===== src/sv/bam_pkg.sv =====
// bam_pkg: shared types, codes and constants of the allocation bitmap
// used by bam_zcnt, bam_ctrl, bitmap_allocation_map_top and bam_checker
`default_nettype none

package bam_pkg;

    localparam int MAP_WORDS_DEF = 64;
    localparam int WORD_BITS_DEF = 64;

    localparam int OP_W         = 2;
    localparam int INDEX_W      = 14;
    localparam int FREE_COUNT_W = 13;
    localparam int WIU_W        = 7;
    localparam int CFG_ADDR_W   = 2;
    localparam int CFG_DATA_W   = 32;

    localparam logic [WIU_W-1:0]      WIU_RESET          = 7'd64;
    localparam logic [CFG_ADDR_W-1:0] REG_WORDS_IN_USE   = 2'd0;

    localparam logic STATUS_OK           = 1'b0;
    localparam logic STATUS_OUT_OF_RANGE = 1'b1;

    // free bits in each nibble value
    localparam logic [2:0] ZEROS_IN_NIBBLE [16] = '{
        3'd4, 3'd3, 3'd3, 3'd2, 3'd3, 3'd2, 3'd2, 3'd1,
        3'd3, 3'd2, 3'd2, 3'd1, 3'd2, 3'd1, 3'd1, 3'd0
    };

    typedef enum logic [OP_W-1:0] {
        OP_TEST  = 2'd0,
        OP_SET   = 2'd1,
        OP_CLEAR = 2'd2,
        OP_COUNT = 2'd3
    } op_t;

    typedef enum logic [2:0] {
        ST_CLR,
        ST_IDLE,
        ST_BIT_RD,
        ST_BIT_WR,
        ST_CNT
    } state_t;

    typedef struct packed {
        logic                    status;
        logic                    bit_value;
        logic                    changed;
        logic [FREE_COUNT_W-1:0] free_count;
    } res_t;

endpackage

`default_nettype wire


===== src/sv/bam_ram.sv =====
// bam_ram: generic single-port synchronous ram with registered read
// no dependencies
`default_nettype none

module bam_ram #(
    parameter int WIDTH = 64,
    parameter int DEPTH = 64,
    parameter int AW    = (DEPTH > 1) ? $clog2(DEPTH) : 1
) (
    input  wire logic             clk,
    input  wire logic             we,
    input  wire logic             re,
    input  wire logic [AW-1:0]    addr,
    input  wire logic [WIDTH-1:0] wdata,
    output logic      [WIDTH-1:0] rdata
);

    logic [WIDTH-1:0] mem [DEPTH];
    logic [WIDTH-1:0] rdata_reg;

    always_ff @(posedge clk)
    begin
        if (we)
        begin
            mem[addr] <= wdata;
        end
        if (re)
        begin
            rdata_reg <= mem[addr];
        end
    end

    assign rdata = rdata_reg;

endmodule

`default_nettype wire


===== src/sv/bam_zcnt.sv =====
// bam_zcnt: counts the zero bits of one bitmap word with a nibble table
// depends on bam_pkg
`default_nettype none

module bam_zcnt #(
    parameter int WORD_BITS = bam_pkg::WORD_BITS_DEF,
    parameter int ZW        = $clog2(WORD_BITS + 1)
) (
    input  wire logic [WORD_BITS-1:0] word,
    output logic      [ZW-1:0]        zeros
);

    localparam int NIB   = (WORD_BITS + 3) / 4;
    localparam int QUADS = (NIB + 3) / 4;
    localparam int PW    = QUADS * 16;

    logic [PW-1:0] padded;
    logic [4:0]    quad_sum [QUADS];
    logic [ZW-1:0] total;

    // pad with ones so the filler counts as taken
    always_comb
    begin
        padded = '1;
        padded[WORD_BITS-1:0] = word;
        for (int q = 0; q < QUADS; q++)
        begin
            quad_sum[q] = '0;
            for (int k = 0; k < 4; k++)
            begin
                quad_sum[q] = quad_sum[q]
                    + 5'(bam_pkg::ZEROS_IN_NIBBLE[padded[16*q + 4*k +: 4]]);
            end
        end
        total = '0;
        for (int q = 0; q < QUADS; q++)
        begin
            total = total + ZW'(quad_sum[q]);
        end
    end

    assign zeros = total;

endmodule

`default_nettype wire


===== src/sv/bam_ctrl.sv =====
// bam_ctrl: request sequencer, read-modify-write of bitmap words and free-bit scan
// depends on bam_pkg and bam_zcnt; drives the bitmap ram
`default_nettype none

module bam_ctrl #(
    parameter int MAP_WORDS = bam_pkg::MAP_WORDS_DEF,
    parameter int WORD_BITS = bam_pkg::WORD_BITS_DEF,
    parameter int AW        = (MAP_WORDS > 1) ? $clog2(MAP_WORDS) : 1
) (
    input  wire logic                               clk,
    input  wire logic                               rst_n,
    input  wire logic                               req_valid,
    output logic                                    req_stall,
    input  wire logic [bam_pkg::OP_W-1:0]           operation,
    input  wire logic [bam_pkg::INDEX_W-1:0]        bit_index,
    output logic                                    rsp_valid,
    input  wire logic                               rsp_stall,
    output bam_pkg::res_t                           rsp,
    input  wire logic [bam_pkg::WIU_W-1:0]          words_in_use,
    output logic                                    ram_we,
    output logic                                    ram_re,
    output logic [AW-1:0]                           ram_addr,
    output logic [WORD_BITS-1:0]                    ram_wdata,
    input  wire logic [WORD_BITS-1:0]               ram_rdata
);

    localparam int RAW_W = bam_pkg::INDEX_W - 1;
    localparam int NW    = $clog2(MAP_WORDS + 1);
    localparam int CW    = (NW > bam_pkg::WIU_W) ? NW : bam_pkg::WIU_W;
    localparam int KSH   = 20;
    localparam int RECIP = ((1 << KSH) + WORD_BITS - 1) / WORD_BITS;
    localparam int RW    = $clog2(RECIP + 1);
    localparam int PRW   = RAW_W + RW;
    localparam int QW    = PRW - KSH;
    localparam int CMPW  = (QW > CW) ? QW : CW;
    localparam int BW    = (WORD_BITS > 1) ? $clog2(WORD_BITS) : 1;
    localparam int ZW    = $clog2(WORD_BITS + 1);
    localparam int FCW   = bam_pkg::FREE_COUNT_W;

    localparam logic [RW-1:0]    RECIP_C = RW'(RECIP);
    localparam logic [RAW_W-1:0] WB_C    = RAW_W'(WORD_BITS);
    localparam logic [AW-1:0]    LAST_C  = AW'(MAP_WORDS - 1);
    localparam logic [NW-1:0]    MAPW_C  = NW'(MAP_WORDS);
    localparam logic [FCW-1:0]   FC_ZERO = '0;

    bam_pkg::state_t state_reg, state_next;

    bam_pkg::op_t      op_reg;
    logic [RAW_W-1:0]  raw_reg;
    logic              neg_reg;
    logic [QW-1:0]     q_reg;
    logic              range_reg;
    logic [BW-1:0]     bitpos_reg;
    logic [AW-1:0]     clr_reg;
    logic [NW-1:0]     idx_reg;
    logic              pend_reg;
    logic [FCW-1:0]    acc_reg;
    logic              rsp_valid_reg;
    bam_pkg::res_t     rsp_reg, rsp_next;

    logic [PRW-1:0]    prod;
    logic [QW-1:0]     q_calc;
    logic [NW-1:0]     n_act;
    logic              in_range;
    logic [RAW_W-1:0]  rem;
    logic              accept;
    logic              fin;
    logic              out_free;
    logic              idx_lt;
    logic              cnt_done;
    logic              old_bit;
    logic              chg;
    logic [WORD_BITS-1:0] mask;
    logic [ZW-1:0]     zeros;

    bam_zcnt #(
        .WORD_BITS (WORD_BITS),
        .ZW        (ZW)
    ) u_zcnt (
        .word  (ram_rdata),
        .zeros (zeros)
    );

    // word number by reciprocal multiply, exact for all 13-bit indexes
    assign prod   = PRW'(bit_index[RAW_W-1:0]) * PRW'(RECIP_C);
    assign q_calc = prod[PRW-1:KSH];

    assign n_act = (CW'(words_in_use) > CW'(MAPW_C)) ? MAPW_C : NW'(words_in_use);

    assign in_range = !neg_reg && (CMPW'(q_reg) < CMPW'(n_act));
    assign rem      = raw_reg - RAW_W'(RAW_W'(q_reg) * WB_C);

    assign out_free = !rsp_valid_reg || !rsp_stall;
    assign idx_lt   = idx_reg < n_act;
    assign cnt_done = !idx_lt && !pend_reg;

    assign old_bit = ram_rdata[bitpos_reg];
    assign mask    = WORD_BITS'(1) << bitpos_reg;
    assign chg     = range_reg && (((op_reg == bam_pkg::OP_SET) && !old_bit)
                                || ((op_reg == bam_pkg::OP_CLEAR) && old_bit));

    assign accept = req_valid && !req_stall;

    // next state
    always_comb
    begin
        state_next = state_reg;
        case (state_reg)
            bam_pkg::ST_CLR:
            begin
                if (clr_reg == LAST_C)
                begin
                    state_next = bam_pkg::ST_IDLE;
                end
            end
            bam_pkg::ST_BIT_RD:
            begin
                state_next = bam_pkg::ST_BIT_WR;
            end
            bam_pkg::ST_IDLE, bam_pkg::ST_BIT_WR, bam_pkg::ST_CNT:
            begin
                if (accept)
                begin
                    if (bam_pkg::op_t'(operation) == bam_pkg::OP_COUNT)
                    begin
                        state_next = bam_pkg::ST_CNT;
                    end
                    else
                    begin
                        state_next = bam_pkg::ST_BIT_RD;
                    end
                end
                else if (fin)
                begin
                    state_next = bam_pkg::ST_IDLE;
                end
            end
            default:
            begin
                state_next = bam_pkg::ST_IDLE;
            end
        endcase
    end

    // outputs
    always_comb
    begin
        ram_we    = 1'b0;
        ram_re    = 1'b0;
        ram_addr  = '0;
        ram_wdata = '0;
        fin       = 1'b0;
        rsp_next  = '{status: bam_pkg::STATUS_OK, bit_value: 1'b0, changed: 1'b0,
                      free_count: FC_ZERO};
        case (state_reg)
            bam_pkg::ST_CLR:
            begin
                ram_we   = 1'b1;
                ram_addr = clr_reg;
            end
            bam_pkg::ST_BIT_RD:
            begin
                ram_re   = in_range;
                ram_addr = q_reg[AW-1:0];
            end
            bam_pkg::ST_BIT_WR:
            begin
                fin      = out_free;
                ram_we   = out_free && chg;
                ram_addr = q_reg[AW-1:0];
                if (op_reg == bam_pkg::OP_SET)
                begin
                    ram_wdata = ram_rdata | mask;
                end
                else
                begin
                    ram_wdata = ram_rdata & ~mask;
                end
                rsp_next.status    = range_reg ? bam_pkg::STATUS_OK
                                               : bam_pkg::STATUS_OUT_OF_RANGE;
                rsp_next.bit_value = range_reg && old_bit;
                rsp_next.changed   = chg;
            end
            bam_pkg::ST_CNT:
            begin
                ram_re   = idx_lt;
                ram_addr = idx_reg[AW-1:0];
                fin      = cnt_done && out_free;
                rsp_next.free_count = acc_reg;
            end
            default:
            begin
                fin = 1'b0;
            end
        endcase
    end

    assign req_stall = !((state_reg == bam_pkg::ST_IDLE) || fin);

    always_ff @(posedge clk or negedge rst_n)
    begin
        if (!rst_n)
        begin
            state_reg     <= bam_pkg::ST_CLR;
            clr_reg       <= '0;
            idx_reg       <= '0;
            pend_reg      <= 1'b0;
            rsp_valid_reg <= 1'b0;
        end
        else
        begin
            state_reg <= state_next;
            if (state_reg == bam_pkg::ST_CLR)
            begin
                clr_reg <= clr_reg + AW'(1);
            end
            if (accept)
            begin
                idx_reg  <= '0;
                pend_reg <= 1'b0;
            end
            else if (state_reg == bam_pkg::ST_CNT)
            begin
                idx_reg  <= idx_reg + NW'(idx_lt);
                pend_reg <= idx_lt;
            end
            if (fin)
            begin
                rsp_valid_reg <= 1'b1;
            end
            else if (!rsp_stall)
            begin
                rsp_valid_reg <= 1'b0;
            end
        end
    end

    always_ff @(posedge clk)
    begin
        if (accept)
        begin
            op_reg  <= bam_pkg::op_t'(operation);
            raw_reg <= bit_index[RAW_W-1:0];
            neg_reg <= bit_index[RAW_W];
            q_reg   <= q_calc;
            acc_reg <= '0;
        end
        else if ((state_reg == bam_pkg::ST_CNT) && pend_reg)
        begin
            acc_reg <= acc_reg + FCW'(zeros);
        end
        if (state_reg == bam_pkg::ST_BIT_RD)
        begin
            range_reg  <= in_range;
            bitpos_reg <= rem[BW-1:0];
        end
        if (fin)
        begin
            rsp_reg <= rsp_next;
        end
    end

    assign rsp_valid = rsp_valid_reg;
    assign rsp       = rsp_reg;

endmodule

`default_nettype wire


===== src/sv/bitmap_allocation_map_top.sv =====
// bitmap_allocation_map_top: allocation bitmap with test, set, clear and free count
// depends on bam_pkg, bam_ram, bam_ctrl; the config register sits here
//
// Requests come in on req_valid/req_stall with operation and bit_index; each
// item gives one result on rsp_valid/rsp_stall with status, bit_value,
// changed and free_count. Items are taken at a rising edge with valid high
// and stall low. words_in_use is written through the APB port at address 0.
// Test, set and clear read the word in ST_BIT_RD, then in ST_BIT_WR the
// modified word is written back, if the bit flips, while the result is
// loaded. The next item can be taken in the write-back cycle if the output is free.
// Count walks the words in use, capped at MAP_WORDS, through the single ram
// port, one word a cycle; with no word in use it reads nothing.
// A result appears in the output register the edge after the last cycle.
// After reset a clearing pass writes zero to all MAP_WORDS words, one a
// cycle; req_stall stays high until it ends, config writes are taken.
// While rsp_stall holds the result, one more item can be worked on; it
// then waits in its final cycle with req_stall high.
`default_nettype none

module bitmap_allocation_map_top #(
    parameter int MAP_WORDS = bam_pkg::MAP_WORDS_DEF,
    parameter int WORD_BITS = bam_pkg::WORD_BITS_DEF
) (
    input  wire logic                                 clk,
    input  wire logic                                 rst_n,
    input  wire logic                                 req_valid,
    output logic                                      req_stall,
    input  wire logic [bam_pkg::OP_W-1:0]             operation,
    input  wire logic signed [bam_pkg::INDEX_W-1:0]   bit_index,
    output logic                                      rsp_valid,
    input  wire logic                                 rsp_stall,
    output logic                                      status,
    output logic                                      bit_value,
    output logic                                      changed,
    output logic [bam_pkg::FREE_COUNT_W-1:0]          free_count,
    input  wire logic                                 psel,
    input  wire logic                                 penable,
    input  wire logic                                 pwrite,
    input  wire logic [bam_pkg::CFG_ADDR_W-1:0]       paddr,
    input  wire logic [bam_pkg::CFG_DATA_W-1:0]       pwdata,
    output logic [bam_pkg::CFG_DATA_W-1:0]            prdata,
    output logic                                      pready
);

    localparam int AW = (MAP_WORDS > 1) ? $clog2(MAP_WORDS) : 1;

    logic [bam_pkg::WIU_W-1:0] wiu_reg;
    logic                      ram_we;
    logic                      ram_re;
    logic [AW-1:0]             ram_addr;
    logic [WORD_BITS-1:0]      ram_wdata;
    logic [WORD_BITS-1:0]      ram_rdata;
    bam_pkg::res_t             rsp;

    always_ff @(posedge clk or negedge rst_n)
    begin
        if (!rst_n)
        begin
            wiu_reg <= bam_pkg::WIU_RESET;
        end
        else if (psel && penable && pwrite && pready
                 && (paddr == bam_pkg::REG_WORDS_IN_USE))
        begin
            wiu_reg <= pwdata[bam_pkg::WIU_W-1:0];
        end
    end

    assign pready = 1'b1;
    assign prdata = (paddr == bam_pkg::REG_WORDS_IN_USE)
                  ? bam_pkg::CFG_DATA_W'(wiu_reg) : '0;

    bam_ram #(
        .WIDTH (WORD_BITS),
        .DEPTH (MAP_WORDS),
        .AW    (AW)
    ) u_ram (
        .clk   (clk),
        .we    (ram_we),
        .re    (ram_re),
        .addr  (ram_addr),
        .wdata (ram_wdata),
        .rdata (ram_rdata)
    );

    bam_ctrl #(
        .MAP_WORDS (MAP_WORDS),
        .WORD_BITS (WORD_BITS),
        .AW        (AW)
    ) u_ctrl (
        .clk          (clk),
        .rst_n        (rst_n),
        .req_valid    (req_valid),
        .req_stall    (req_stall),
        .operation    (operation),
        .bit_index    (bit_index),
        .rsp_valid    (rsp_valid),
        .rsp_stall    (rsp_stall),
        .rsp          (rsp),
        .words_in_use (wiu_reg),
        .ram_we       (ram_we),
        .ram_re       (ram_re),
        .ram_addr     (ram_addr),
        .ram_wdata    (ram_wdata),
        .ram_rdata    (ram_rdata)
    );

    assign status     = rsp.status;
    assign bit_value  = rsp.bit_value;
    assign changed    = rsp.changed;
    assign free_count = rsp.free_count;

endmodule

`default_nettype wire


===== config.mk =====
export PLATFORM = sky130hd
export DESIGN_NAME = bitmap_allocation_map_top
export DESIGN_NICKNAME = d
export VERILOG_FILES = /design/src/sv/bam_pkg.sv /design/src/sv/bam_ram.sv /design/src/sv/bam_zcnt.sv /design/src/sv/bam_ctrl.sv /design/src/sv/bitmap_allocation_map_top.sv
export SDC_FILE = /design/constraint.sdc
export NUM_CORES = 2
export LEC_CHECK = 0
export BUFFER_PORTS_ARGS = -buffer_cell sky130_fd_sc_hd__buf_4
export CORE_ASPECT_RATIO = 1.4
export CORE_MARGIN = 2
export CORE_UTILIZATION = 50
export DETAILED_ROUTE_END_ITERATION = 7
export PLACE_DENSITY_LB_ADDON = 0.12
export SLEW_MARGIN = 40
export SYNTH_ARGS = -nofsm -noshare
export SYNTH_HDL_FRONTEND = slang
export SYNTH_SLANG_ARGS = --single-unit
export TNS_END_PERCENT = 20

===== constraint.sdc =====
create_clock -name clk -period 7.4 [get_ports clk]
set_input_delay 1.48 -clock clk [delete_from_list [all_inputs] [get_ports clk]]
set_output_delay 1.48 -clock clk [all_outputs]
set_load 0.01 [all_outputs]

==> results by group <==
Outcome
  • Outcome: finished, final reports clean

CTS
  • CTS Sinks: 4237
  • Post-CTS Setup Bufs: 0
  • Clock Path Buffers: 4
  • CTS Root Cell: clkbuf_16
  • Post-cts sizing count: 0
  • CTS tree: built
  • H-tree lvl count: 5
  • Clock transition at path regs: 0.07 ns
  • Hold Buf Count CTS: 0
  • Total CTS buffers: 391
  • Clk Latency, worst-skew pair: 0.95 ns

Route
  • Iteration count of the initial detailed-routing pass: 8
  • Drc violations: 0
  • Vias/cell: 7.00
  • Antenna viol nets, final: 0
  • WL per Instance: 40.5 microns
  • Starting DRC count in detailed routing: 14700
  • Via count: 94900
  • Total wire length: 550000 microns

Worst setup path
  • CP Data Required Time: 8.19 ns
  • Worst path arrival time: 7.25 ns
  • Type of element launching the critical path: flop
  • CP Capture Type: flop
  • Worst-path maximum fanout: 4
  • Critical path type: flop to flop

Global route
  • GR Util All Layers: 0.334
  • Largest net degree at the start of global routing: 108
  • Gr ovfl total: 0
  • Vias in the first global route: 90800
  • M1 GR Usage: 0.446
  • GRT busiest layer: met2
  • Met2 Use GR: 0.527
  • Met3 Usage GRT: 0.0655
  • Initial antenna violation count: 23
  • First-pass GRT wire length: 747000 microns

STA
  • Minimum clock period: 6.46 ns
  • Slew @ Worst Pin: 0.957 ns
  • Unrepaired setup endpoints after global routing: no
  • Rel. slew slack: 0.361
  • Count of pins over their slew limit: 0
  • Fmax: 155 MHz
  • Hold Fails Final Rpt: 0
  • Skew final: 0.0533 ns
  • Fin crit share: 0.873
  • Finish-stage setup viols: 0
  • Fin Setup TNS: 0 ns
  • Final WS setup: 0.942 ns

Placed design
  • Post-DP HPWL: 292000 microns
  • Placed Area: 168000 sq um
  • Inst Count DP: 12800
  • Post-Place Worst Slack: 0.976 ns
  • Number of I/O port buffers: 56
  • GPL Wtd Cong: 0.953

Power
  • Pleak: 55.9 nW
  • Pwr per Cell Area: 427 nW/um^2
  • Worst VDD drop: 1.11 mV

Synthesis
  • #FFs+latches synth: 4237
  • Post-synthesis cell count: 8762
  • Ys Warns: 0
  • Cell variety after synth: 81
  • Syn Area/Cell: 18.2 sq um
  • Post-synth EDFFs: 4199
  • Area of the mapped netlist: 159000 sq um
  • Sequential area share after synthesis: 0.798
  • Most used DFF post-synth: edfxtp_1
  • Post-synthesis async set-or-reset flop share: 0.00590

Floorplanning
  • Die Area: 323000 sq um
  • Starting Density: 0.501
  • Die width: 481 microns
  • IO Count: 108
  • Num rows: 245
  • Core ar.: 317000 sq um
  • Die Y: 671 microns

Min path
  • Hold Path Class: flop to flop

Layout
  • Commonest non-fill, non-tap cell in the layout: edfxtp_1
  • Final nets: 9205
  • FILL cells: 23800
  • Layout area overhead: 13.9%
  • Share of layout cells above drive strength 1: 0.144
  • Design Area, Final: 181000 sq um
  • Layout Cells excl Fill: 13600
  • Commonest cells after routing, fill and taps aside: 4199 x edfxtp_1, 1700 x a22oi_1, 402 x clkbuf_16
  • Largest register FFs: 4096

Run
  • Max-cap violations: 0
routing by layer:
layer  up-vias  share of wire  wire length [microns]
met4        16          0.058                  31800
met3      1271           0.11                  58200
met5         -        0.00019                    105
li1      37500              -                      -
met2      6509           0.47                 259000
met1     49600           0.36                 200000
synthesized netlist by cell type, drive strengths merged, types with 55 or more instances:
library cell	number	area, sq um
a211oi	68	510
a21oi	131	656
a221oi	118	1030
a22o	157	1380
a22oi	1700	12800
a31o	74	648
a31oi	81	507
a41oi	261	2290
and4	55	482
buf	359	1920
clkbuf	285	1070
edfxtp	4199	126000
ha	85	1060
inv	116	435
nand2	114	428
nand3	76	380
nand4	217	1360
nor2	58	218
o21ai	108	552
metrics by stage:
stage,power [mW],hold slack [ns],utilization
final,77.4,0.420,0.571
after detailed placement,57.2,0.405,0.531
after CTS,77.2,0.381,0.571
after floorplan,46.3,0.400,-
after global routing,79.9,0.425,0.571
after global placement,56.9,0.411,0.529
power breakdown:
part | switching, mW | internal [mW]
combinational | 19.1 | 8.82
clock | 8.94 | 11.5
sequential | 0.414 | 28.7
critical path, cell delays in order (launching register included):
cell,delay (ns)
edfxtp_1,0.47
ha_1,0.26
mux2_2,0.26
o21ai_0,0.39
fa_1,0.60
fa_1,0.60
fa_1,0.45
fa_1,0.48
fa_1,0.50
inv_1,0.05
fa_1,0.47
inv_1,0.07
ha_1,0.26
or2_2,0.27
a21oi_1,0.16
a31oi_1,0.11
a2111o_1,0.47
a31oi_1,0.24
xor2_1,0.16
nor2_1,0.05
kinds of logic (layout without fill, tap and decap cells):
logic type,after synthesis,in the layout,share of synthesized area
multiplexers,53,53,0.00416
XOR/XNOR,56,56,0.00308
other,2,38,0.0000472
adder cells (fa/ha/maj),129,129,0.0122
AO/OA/AOI/OAI,2800,2800,0.134
buffers and inverters,760,1317,0.0215
AND/OR/NAND/NOR,725,725,0.0268
flip-flops,4237,4237,0.798
cell type report:
type	count	area, sq um	area share
antenna	12	30.0	0.000166
clock inverter	247	2480	0.0137
multi-input combinational	3789	30700	0.169
sequential	4237	127000	0.701
inverter	116	435	0.00240
clock buffer	470	10300	0.0570
tap	4199	5250	0.0290
timing repair buffer	484	5050	0.0279
path summary, 6_finish.rpt:
path | start | end | slack, ns | cells after the start
max | u_ram.rdata[20] | u_ctrl.acc_reg[9] | 0.94 | 19
max reg2reg | u_ram.rdata[20] | u_ctrl.acc_reg[9] | 0.94 | 19
min reg2reg | u_ctrl.raw_reg[0] | u_ctrl.bitpos_reg[0] | 0.42 | 0
max in group asynchronous | rst_n | wiu_reg[6] | 6.66 | 1
min | u_ctrl.raw_reg[0] | u_ctrl.bitpos_reg[0] | 0.42 | 0
min in group asynchronous | rst_n | u_ctrl.pend_reg | 0.43 | 1
(Power assumes the default switching activity.)
